==> config.mk <==
export PLATFORM = sky130hd
export DESIGN_NAME = xswe_ctrl
export DESIGN_NICKNAME = d
export VERILOG_FILES = /design/src/rtl/core/xswe_pkg.sv /design/src/rtl/core/xswe_ctrl.sv
export SDC_FILE = /design/constraint.sdc
export NUM_CORES = 1
export LEC_CHECK = 0
export BUFFER_PORTS_ARGS = -buffer_cell sky130_fd_sc_hd__buf_2
export CAP_MARGIN = 10
export CORE_MARGIN = 10
export CORE_UTILIZATION = 45
export DETAILED_ROUTE_END_ITERATION = 8
export PLACE_DENSITY_LB_ADDON = 0.1
export SYNTH_ARGS = -nofsm -noshare
export SYNTH_HDL_FRONTEND = slang
export SYNTH_SLANG_ARGS = --single-unit
export TNS_END_PERCENT = 100
==> constraint.sdc <==
create_clock -name clk -period 5.1 [get_ports clk]
set_input_delay 1.02 -clock clk [delete_from_list [all_inputs] [get_ports clk]]
set_output_delay 1.02 -clock clk [all_outputs]
set_load 0.005 [all_outputs]
==> src/rtl/core/xswe_pkg.sv <==
// Shared types and constants for the x86 stack word engine.
`default_nettype none
package xswe_pkg;
  localparam int STACK_WORDS_LOG2 = 10;
  localparam int STACK_WORDS = 1 << STACK_WORDS_LOG2;
  localparam int CLR_W = STACK_WORDS_LOG2 + 1;

  typedef logic [STACK_WORDS_LOG2-1:0] word_idx_t;

  typedef enum logic [2:0] {
    FN_PUSH_VAL = 3'd0,
    FN_PUSH_REG = 3'd1,
    FN_POP_REG  = 3'd2,
    FN_POP_OUT  = 3'd3,
    FN_PUSHA    = 3'd4,
    FN_POPA     = 3'd5,
    FN_ENTER    = 3'd6,
    FN_LEAVE    = 3'd7
  } func_t;

  localparam logic [2:0] R_SP = 3'd4;
  localparam logic [2:0] R_BP = 3'd5;

  // Datapath micro-operations, one per cycle.
  typedef enum logic [3:0] {
    OP_NONE,
    OP_CLEAR,      // write zero at clear index
    OP_LATCH,      // capture instruction fields, snapshot SP/BP
    OP_PUSH,       // sp -= 2, write source word, emit
    OP_POP_READ,   // issue read at sp (or bp for leave)
    OP_POP_DONE,   // emit read data, update registers
    OP_DISP_READ,  // bp_tmp -= 2, read display word
    OP_FRAME,      // sp -= frame_bytes
    OP_PROBE_READ, // issue read at sp
    OP_PROBE_DONE  // emit probe read, BP <- frame
  } op_t;

  typedef enum logic [2:0] {
    SRC_VALUE, SRC_REG, SRC_BP, SRC_DISP, SRC_FRAME, SRC_PUSHA
  } src_t;

  typedef struct packed {
    op_t        op;
    src_t       src;
    logic [2:0] k;       // register / step number
    logic       last;
    logic [CLR_W-1:0] clr_idx;
  } cmd_t;

  typedef struct packed {
    logic out_busy;
  } stat_t;
endpackage
`default_nettype wire

==> src/rtl/core/xswe_ctrl.sv <==
// Controller state machine sequencing stack accesses for each instruction.
`default_nettype none
module xswe_ctrl (
  input  wire logic            clk,
  input  wire logic            rst,
  input  wire logic            in_valid,
  output logic                 in_ready,
  input  wire logic [2:0]      func,
  input  wire logic [7:0]      nest_level,
  input  wire xswe_pkg::stat_t stat,
  output xswe_pkg::cmd_t       cmd
);
  typedef enum logic [3:0] {
    S_CLEAR, S_IDLE, S_PUSH, S_POPR, S_POPD, S_PUSHA, S_POPAR, S_POPAD,
    S_EBP, S_DISP_R, S_DISP_W, S_EFRAME, S_ESUB, S_PROBER, S_PROBED
  } state_t;

  state_t state;
  logic [2:0] fn;
  logic [2:0] k;
  logic [4:0] cnt;
  logic [4:0] lvl;
  logic [xswe_pkg::CLR_W-1:0] clr;

  assign in_ready = (state == S_IDLE);

  always_comb begin
    cmd = '0;
    cmd.op = xswe_pkg::OP_NONE;
    cmd.src = xswe_pkg::SRC_VALUE;
    cmd.clr_idx = clr;
    cmd.k = k;
    unique case (state)
      S_CLEAR: cmd.op = xswe_pkg::OP_CLEAR;
      S_IDLE: if (in_valid) cmd.op = xswe_pkg::OP_LATCH;
      S_PUSH: if (!stat.out_busy) begin
        cmd.op = xswe_pkg::OP_PUSH;
        cmd.src = (fn == xswe_pkg::FN_PUSH_VAL) ? xswe_pkg::SRC_VALUE : xswe_pkg::SRC_REG;
        cmd.last = 1'b1;
      end
      S_POPR, S_POPAR: cmd.op = xswe_pkg::OP_POP_READ;
      S_POPD, S_POPAD: if (!stat.out_busy) begin
        cmd.op = xswe_pkg::OP_POP_DONE;
        cmd.last = (state == S_POPD) || (k == 3'd7);
      end
      S_PUSHA: if (!stat.out_busy) begin
        cmd.op = xswe_pkg::OP_PUSH;
        cmd.src = xswe_pkg::SRC_PUSHA;
        cmd.last = (k == 3'd7);
      end
      S_EBP: if (!stat.out_busy) begin
        cmd.op = xswe_pkg::OP_PUSH;
        cmd.src = xswe_pkg::SRC_BP;
      end
      S_DISP_R: cmd.op = xswe_pkg::OP_DISP_READ;
      S_DISP_W: if (!stat.out_busy) begin
        cmd.op = xswe_pkg::OP_PUSH;
        cmd.src = xswe_pkg::SRC_DISP;
      end
      S_EFRAME: if (!stat.out_busy) begin
        cmd.op = xswe_pkg::OP_PUSH;
        cmd.src = xswe_pkg::SRC_FRAME;
      end
      S_ESUB: cmd.op = xswe_pkg::OP_FRAME;
      S_PROBER: cmd.op = xswe_pkg::OP_PROBE_READ;
      S_PROBED: if (!stat.out_busy) begin
        cmd.op = xswe_pkg::OP_PROBE_DONE;
        cmd.last = 1'b1;
      end
      default: cmd.op = xswe_pkg::OP_NONE;
    endcase
  end

  always_ff @(posedge clk) begin
    if (rst) begin
      state <= S_CLEAR;
      clr <= '0;
      fn <= '0;
      k <= '0;
      cnt <= '0;
      lvl <= '0;
    end else begin
      unique case (state)
        S_CLEAR: begin
          clr <= clr + 1'b1;
          if (clr == xswe_pkg::CLR_W'(xswe_pkg::STACK_WORDS - 1)) state <= S_IDLE;
        end
        S_IDLE: if (in_valid) begin
          fn <= func;
          k <= '0;
          lvl <= nest_level[4:0];
          cnt <= nest_level[4:0] - 5'd1;
          unique case (xswe_pkg::func_t'(func))
            xswe_pkg::FN_PUSH_VAL, xswe_pkg::FN_PUSH_REG: state <= S_PUSH;
            xswe_pkg::FN_POP_REG, xswe_pkg::FN_POP_OUT, xswe_pkg::FN_LEAVE: state <= S_POPR;
            xswe_pkg::FN_PUSHA: state <= S_PUSHA;
            xswe_pkg::FN_POPA: state <= S_POPAR;
            default: state <= S_EBP;
          endcase
        end
        S_PUSH: if (!stat.out_busy) state <= S_IDLE;
        S_POPR: state <= S_POPD;
        S_POPD: if (!stat.out_busy) state <= S_IDLE;
        S_PUSHA: if (!stat.out_busy) begin
          k <= k + 3'd1;
          if (k == 3'd7) state <= S_IDLE;
        end
        S_POPAR: state <= S_POPAD;
        S_POPAD: if (!stat.out_busy) begin
          k <= k + 3'd1;
          state <= (k == 3'd7) ? S_IDLE : S_POPAR;
        end
        S_EBP: if (!stat.out_busy) begin
          if (lvl == 5'd0) state <= S_ESUB;
          else if (cnt == 5'd0) state <= S_EFRAME;
          else state <= S_DISP_R;
        end
        S_DISP_R: state <= S_DISP_W;
        S_DISP_W: if (!stat.out_busy) begin
          cnt <= cnt - 5'd1;
          state <= (cnt == 5'd1) ? S_EFRAME : S_DISP_R;
        end
        S_EFRAME: if (!stat.out_busy) state <= S_ESUB;
        S_ESUB: state <= S_PROBER;
        S_PROBER: state <= S_PROBED;
        S_PROBED: if (!stat.out_busy) state <= S_IDLE;
        default: state <= S_IDLE;
      endcase
    end
  end
endmodule
`default_nettype wire

# Yosys cells after proc, flatten, opt, wreduce, memory -nomap -nowiden
# Cells that the tools add are included.
[word_totals] register_bits=31 input_bits=15 output_inout_bits=23 elab_cells=98
[op_classes] n_addsub=4 n_eq_ne=33 n_mux=36 reduce_logical=19
[op_table] op="one-hot mux 4 bit (13 select lines)" n=2
[op_table] op="2-to-1 mux 4 bit" n=10
[op_table] op="2-to-1 mux 5 bit" n=7
[op_table] op="equality test 4 bit, second input constant" n=7
[op_table] op="!= test 2 bit, second input constant" n=10
[op_table] op="equality test 4 x 3 -> 1 bit, second input constant" n=4
[op_table] op="one-hot mux 4 bit (4 select lines)" n=1
[op_table] op="2-to-1 mux 3 bit" n=5
[op_table] op="one-hot mux 3 bit (5 select lines)" n=1
[op_table] op="equality test 3 bit, second input constant" n=4
[op_table] op="adder 11 x 1 -> 11 bit, second input constant" n=1
[op_table] op="equality test 11 x 10 -> 1 bit, second input constant" n=1
[op_table] op="zero test 5 bit" n=2
[op_table] op="one-hot mux 5 bit (2 select lines)" n=1
[op_table] op="OR reduction 2 bit" n=5
[op_table] op="subtractor 5 x 1 -> 5 bit, second input constant" n=2
[op_table] op="AND reduction 9 bit" n=1
[op_table] op="equality test 4 x 2 -> 1 bit, second input constant" n=2
[op_table] op="equality test 3 x 2 -> 1 bit, second input constant" n=2
[op_table] op="zero test 3 bit" n=2
[op_table] op="2-to-1 mux 2 bit" n=3
[op_table] op="one-hot mux 3 bit (2 select lines)" n=1
[op_table] op="AND reduction 3 bit" n=2
[op_table] op="OR reduction 3 bit" n=2
[op_table] op="10 further kinds" n=14

# Longest topological paths before layout
# Gate-level depths: netlist of run 1.
[depth] word_depth=5 depth_mapped=7 depth_no_buf=7

# Worst setup path after synthesis of run 1
# OpenSTA, ideal clock, no wires.
[synth_timing] path_type="input to output" startpoint="input in_valid" endpoint="output cmd[19] (netlist name)" arrival_time_ns=1.743 required_time_ns=4.080 setup_slack_ns=2.337 stages=5 n_path_buf=1 path_cell_list="clkbuf_1 inv_1 o22ai_1 a22oi_1 o32ai_1"
[synth_lines] item="from (decl)" line_no="xswe_ctrl.sv:6" source="input wire logic in_valid,"
[synth_lines] item="to (decl)" line_no="xswe_ctrl.sv:11" source="output xswe_pkg::cmd_t cmd"

==> reports/qor.txt, run 1 <==
status: finished, final reports clean
CTS clk-pin slew, worst paths: 70 ps
final core occ: 0.523
root buf cell: clkbuf_8
All-Layer GR Usage: 0.139
RSZ-0062 raised after global routing: false
Hold Violations, Final: 0
Final Cell Area: 2290 um2
CTS Sinks: 31
Die ar.: 7620 um2
# diodes: 0
Power Density: 201 nW/um2
# IOs: 38
Final ANT Viol Nets: 0
# port buffers: 34
post-layout min period: 3350 ps
via count: 1992
htree depth: 2
first-pass GRT wire length: 8850 um
Arr. time, crit path: 2330 ps
mux cell area share after synthesis: 0.0196
hold_buf cts: 0
Clock Latency Late Sink: 280 ps
TritonCTS Buffers: 5
PostCTS Resize Cnt: 0
Tightest Hold Check Type: flop to flop
Initial Util: 0.465
gp weighted congestion: 0.795
kind of critical path: flop to output pin
WP buf/inv: 2
Slew headroom: 0.357
sequential fraction of the synthesis area: 0.304
Synth Instances: 267
HPWL Detailed: 3630 um
largest net degree at the start of global routing: 35
synth warn: 0
first-pass iteration count of the detailed router: 4
syn nets: 289
Layout Nets: 313
Compound-Gate Fraction of Synth Area: 0.201
adder-cell share of the synthesized area: 0.0430
Synth cell types: 52
post-synthesis register bit count: 31
ys async rst share: 0
CTS tree: built
LEAKAGE: 0.880 nW
XOR/XNOR Fraction of Synth Area: 0.0602
Setup violations, final: 0
clock skew: 5.03 ps
num rows: 24
core area: 4380 um2
nature of the critical path startpoint: flop
die extent in y: 87.3 um
placed instance area: 2210 um2
vias in the first global route: 1920
initial antenna violation count: 0
most used flip-flop cell after synthesis: dfxtp_1
grt ovf: 0
crit-path cells: inv_1 > nand2_1 > o22ai_1 > a22oi_1 > o32ai_1 > buf_2
Max stage delay on crit path: 960 ps
EDFF count, synth: 0
Worst EP required: 4080 ps
Routed Wire Length: 5030 um
1st-iter DRT viols: 158
largest family of logic cells by synthesized area: simple AND/OR/NAND/NOR gates
syn_area_per_cell: 7.63 um2
crit path max fanout: 29
simple-gate share of the synthesized area: 0.304
via-per-instance ratio: 5.79
f_max: 299 MHz
MaxCap Viol Count: 0
hold slack: 451 ps
WL/cell: 14.6 um
mapped cell area: 2040 um2
Final Power: 461 uW
clk buf depth: 2
DRC violations left: 0
Crit. End Element: output pin
Max Slew Vio Count: 0
CP delay by family, top: flip-flops
TNS Setup: 0 ps
Tcrit/Tclk final: 0.656
Tightest Pin Transition: 963 ps
post-CTS setup buffers: 0
DIE WIDTH: 87.3 um
Crit-path slowest cell: dfxtp_1
layout cells sized above 1: 0.185
Max VDD drop: 0.146 mV
Area Growth Syn to Fin: 12.6%
[stage by stage]
step           std cells  setup slack (ps)
6_report             344              1750
5_1_grt              344              1460
4_1_cts              344              1780
3_5_place_dp         336              2110
3_3_place_gp         336              2090
2_1_floorplan        267              2340
[registers in the layout (all words and copies together), names as in the netlist]
name	cells
clr	11
k	3
fn	3
lvl	5
cnt	5
state	4
[logic make-up after synthesis]
kind of cell	after synthesis
flops	31
xor+xnor	14
buf+inv	32
simple gates	114
mux	4
compound gates	65
fa+ha+maj	7
[worst min-delay path: cells and delay by family (launching register included)]
family	cells	cell delay [ps]
and+or+nand+nor	1	50
DFF	1	310
AOI/OAI and AO/OA	1	50
[cell type report]
cell class,instances,area (um2)
clock inverter,3,15.0
inverter,12,45.0
clock buffer,5,68.8
multi-input combinational,204,1290
timing repair buffer,37,193
tap,52,65.1
sequential,31,621
fill,463,2090
[power breakdown]
group / switching (mW) / total (mW) / internal [mW]
sequential: 0.00280 / 0.247 / 0.244
clock: 0.0921 / 0.185 / 0.0932
combinational: 0.0173 / 0.0288 / 0.0114
[Yosys cell counts (all sizes together) (2+ instances only)]
cell type / n / share of area
dfxtp: 31 / 0.30
nand2: 29 / 0.053
a21oi: 25 / 0.061
nand3: 22 / 0.054
nor2: 21 / 0.039
o21ai: 13 / 0.032
clkbuf: 12 / 0.022
inv: 12 / 0.022
buf: 8 / 0.023
nor3: 8 / 0.025
xor2: 8 / 0.034
ha: 7 / 0.043
xnor2: 6 / 0.026
nand4: 5 / 0.021
a32oi: 4 / 0.017
mux2i: 4 / 0.020
nand2b: 4 / 0.012
a311o: 3 / 0.015
and3: 3 / 0.0092
nor2b: 3 / 0.0092
nor4: 3 / 0.017
nor4b: 3 / 0.013
o31ai: 3 / 0.011
a22oi: 2 / 0.0074
a31oi: 2 / 0.0061
nand3b: 2 / 0.0074
nand4bb: 2 / 0.011
o22ai: 2 / 0.0061
or3: 2 / 0.0061
or4: 2 / 0.0074
[routing by layer]
metal,vias to the layer above,track usage,part of all wire
li1,1006,-,-
met1,942,0.175,0.47
met2,35,0.218,0.47
met3,9,0.0412,0.045
met4,0,0.0507,0.014
met5,-,0,0
[path summary, 6_finish.rpt]
check / start / to / slack [ps] / depth (start not counted)
setup / recovery: state[3] / cmd[19] / 1750 / 6
hold / removal: lvl[1] / lvl[1] / 450 / 2
setup reg to reg: state[3] / state[2] / 2780 / 5
hold reg to reg: lvl[1] / lvl[1] / 450 / 2
[placed cells by master (no fill, tap or decap), types with 4 or more instances in the layout]
cell type,n
dfxtp_1,31
xnor2_1,6
o21ai_0,11
inv_1,11
buf_2,34
nor3_1,6
a21oi_1,25
a32oi_1,4
clkbuf_8,5
mux2i_1,4
ha_1,7
nand3_1,22
nor2_1,21
xor2_1,8
nand2b_1,4
nand2_1,29
No activity file was read; power rests on OpenSTA's default activity.
==> inputs of run 2 (changes only) <==
==> constraint.sdc (replaced) <==
create_clock -name clk -period 3.3 [get_ports clk]
set_input_delay 0.66 -clock clk [delete_from_list [all_inputs] [get_ports clk]]
set_output_delay 0.66 -clock clk [all_outputs]
set_load 0.005 [all_outputs]
==> run 2 against run 1 <==
Final area is 0.55% higher. Hold slack improved by 0.82 ps. Non-clock buffer count rose by 2. Worst setup slack got worse by 1100 ps. Critical endpoint is now cmd[18]. Highest routed layer unchanged.
==> reports/qor.txt, run 2 (same netlist as run 1, synthesis figures left out) <==
status: finished, final reports clean
Psw: 163 uW
Tightest Pin Transition: 996 ps
# port buffers: 34
largest net degree at the start of global routing: 35
HPWL Detailed: 3660 um
Max VDD drop: 0.304 mV
non-filler cells, final: 346
DRC violations left: 0
first-pass iteration count of the detailed router: 4
clock skew: 9.18 ps
nature of the critical path startpoint: flop
via-per-instance ratio: 5.74
gp weighted congestion: 0.782
# diodes: 0
Sw Share: 0.231
Hold Violations, Final: 0
Initial Util: 0.465
vias in the first global route: 1913
crit path from: state[0]
TritonCTS Buffers: 5
WP buf/inv: 1
post-layout min period: 2690 ps
grt ovf: 0
All-Layer GR Usage: 0.138
Int Power: 543 uW
Clock Latency Late Sink: 280 ps
f_max: 372 MHz
root buf cell: clkbuf_8
Area Growth Syn to Fin: 13.2%
hold_buf cts: 0
clk buf depth: 2
DIE WIDTH: 87.3 um
Hold Crit Start: fn[0]
most common cell after layout, fill and taps aside: buf_2
most flop-heavy register: clr
RSZ-0062 raised after global routing: false
Tightest Hold Check Type: flop to flop
Die ar.: 7620 um2
Max Slew Vio Count: 0
most frequent cells in the layout: buf_2, dfxtp_1, nand2_1
Setup violations, final: 0
WL/cell: 14.5 um
MaxCap Viol Count: 0
Seq pwr share: 0.541
Tcrit/Tclk final: 0.814
1st-iter DRT viols: 158
# IOs: 38
core area: 4380 um2
Routed Wire Length: 5010 um
layout cells sized above 1: 0.184
Final ANT Viol Nets: 0
via count: 1985
max reg flops: 11
Largest regs: clr x11, cnt x5, lvl x5
kind of critical path: flop to output pin
TNS Setup: 0 ps
CTS clk-pin slew, worst paths: 60 ps
die extent in y: 87.3 um
Crit-path slowest cell: dfxtp_1
initial antenna violation count: 0
Max stage delay on crit path: 970 ps
Power Density: 306 nW/um2
Crit. End Element: output pin
crit-path cells: nor2b_1 > o21ai_0 > nand2_1 > a21oi_1 > buf_2
post-CTS setup buffers: 0
Arr. time, crit path: 2030 ps
PostCTS Resize Cnt: 0
power share of the clock group: 0.396
CP delay by family, top: flip-flops
Worst EP required: 2640 ps
Layout Nets: 315
LEAKAGE: 0.885 nW
CTS Sinks: 31
Slew headroom: 0.335
htree depth: 2
CTS tree: built
crit path max fanout: 29
first-pass GRT wire length: 8810 um
combinational power share: 0.063
num rows: 24
Worst R2R Start: state[0]
placed insts: 338
-- run 2: path summary, 6_finish.rpt --
check	endpoint	slack, ps	cells past startpoint
worst max-delay path	cmd[18]	610	5
worst min-delay path	fn[0]	450	2
worst min register to register	fn[0]	450	2
worst max register to register	state[1]	960	5
-- run 2: layout make-up --
type,count,area (um2)
fill,431,2080
multi-input combinational,204,1290
sequential,31,621
timing repair buffer,39,208
clock buffer,7,76.3
tap,52,65.1
inverter,12,45.0
clock inverter,1,5.00
-- run 2: metrics by stage --
stage | hold WS, ps | cell area, um2 | util | power, mW | worst slack, ps
2_1_floorplan | 431 | 2040 | - | 0.417 | 1260
3_3_place_gp | 439 | 2230 | 0.508 | 0.435 | 950
3_5_place_dp | 446 | 2230 | 0.508 | 0.435 | 942
4_1_cts | 457 | 2310 | 0.526 | 0.719 | 624
5_1_grt | 477 | 2310 | 0.526 | 0.739 | 341
6_report | 452 | 2310 | 0.526 | 0.706 | 612
-- run 2: power by group through the flow --
stage	Sequential (mW)	Combinational, mW	Clock [mW]
after floorplan	0.390	0.0264	0
after global placement	0.390	0.0449	0
after detailed placement	0.390	0.0450	0
after CTS	0.382	0.0452	0.292
after global routing	0.382	0.0512	0.306
final	0.382	0.0445	0.280
-- run 2: routing by layer --
metal	global-route usage	vias to the layer above	part of all wire
met5	0	-	0
met4	0.0304	0	0.0050
met3	0.0346	2	0.040
met2	0.224	36	0.47
met1	0.177	932	0.49
li1	-	1015	-
-- run 2: worst min-delay path: stages, from the launching register on --
cell	delay, ps
dfxtp_1	310
nand2_1	50
a21oi_1	50
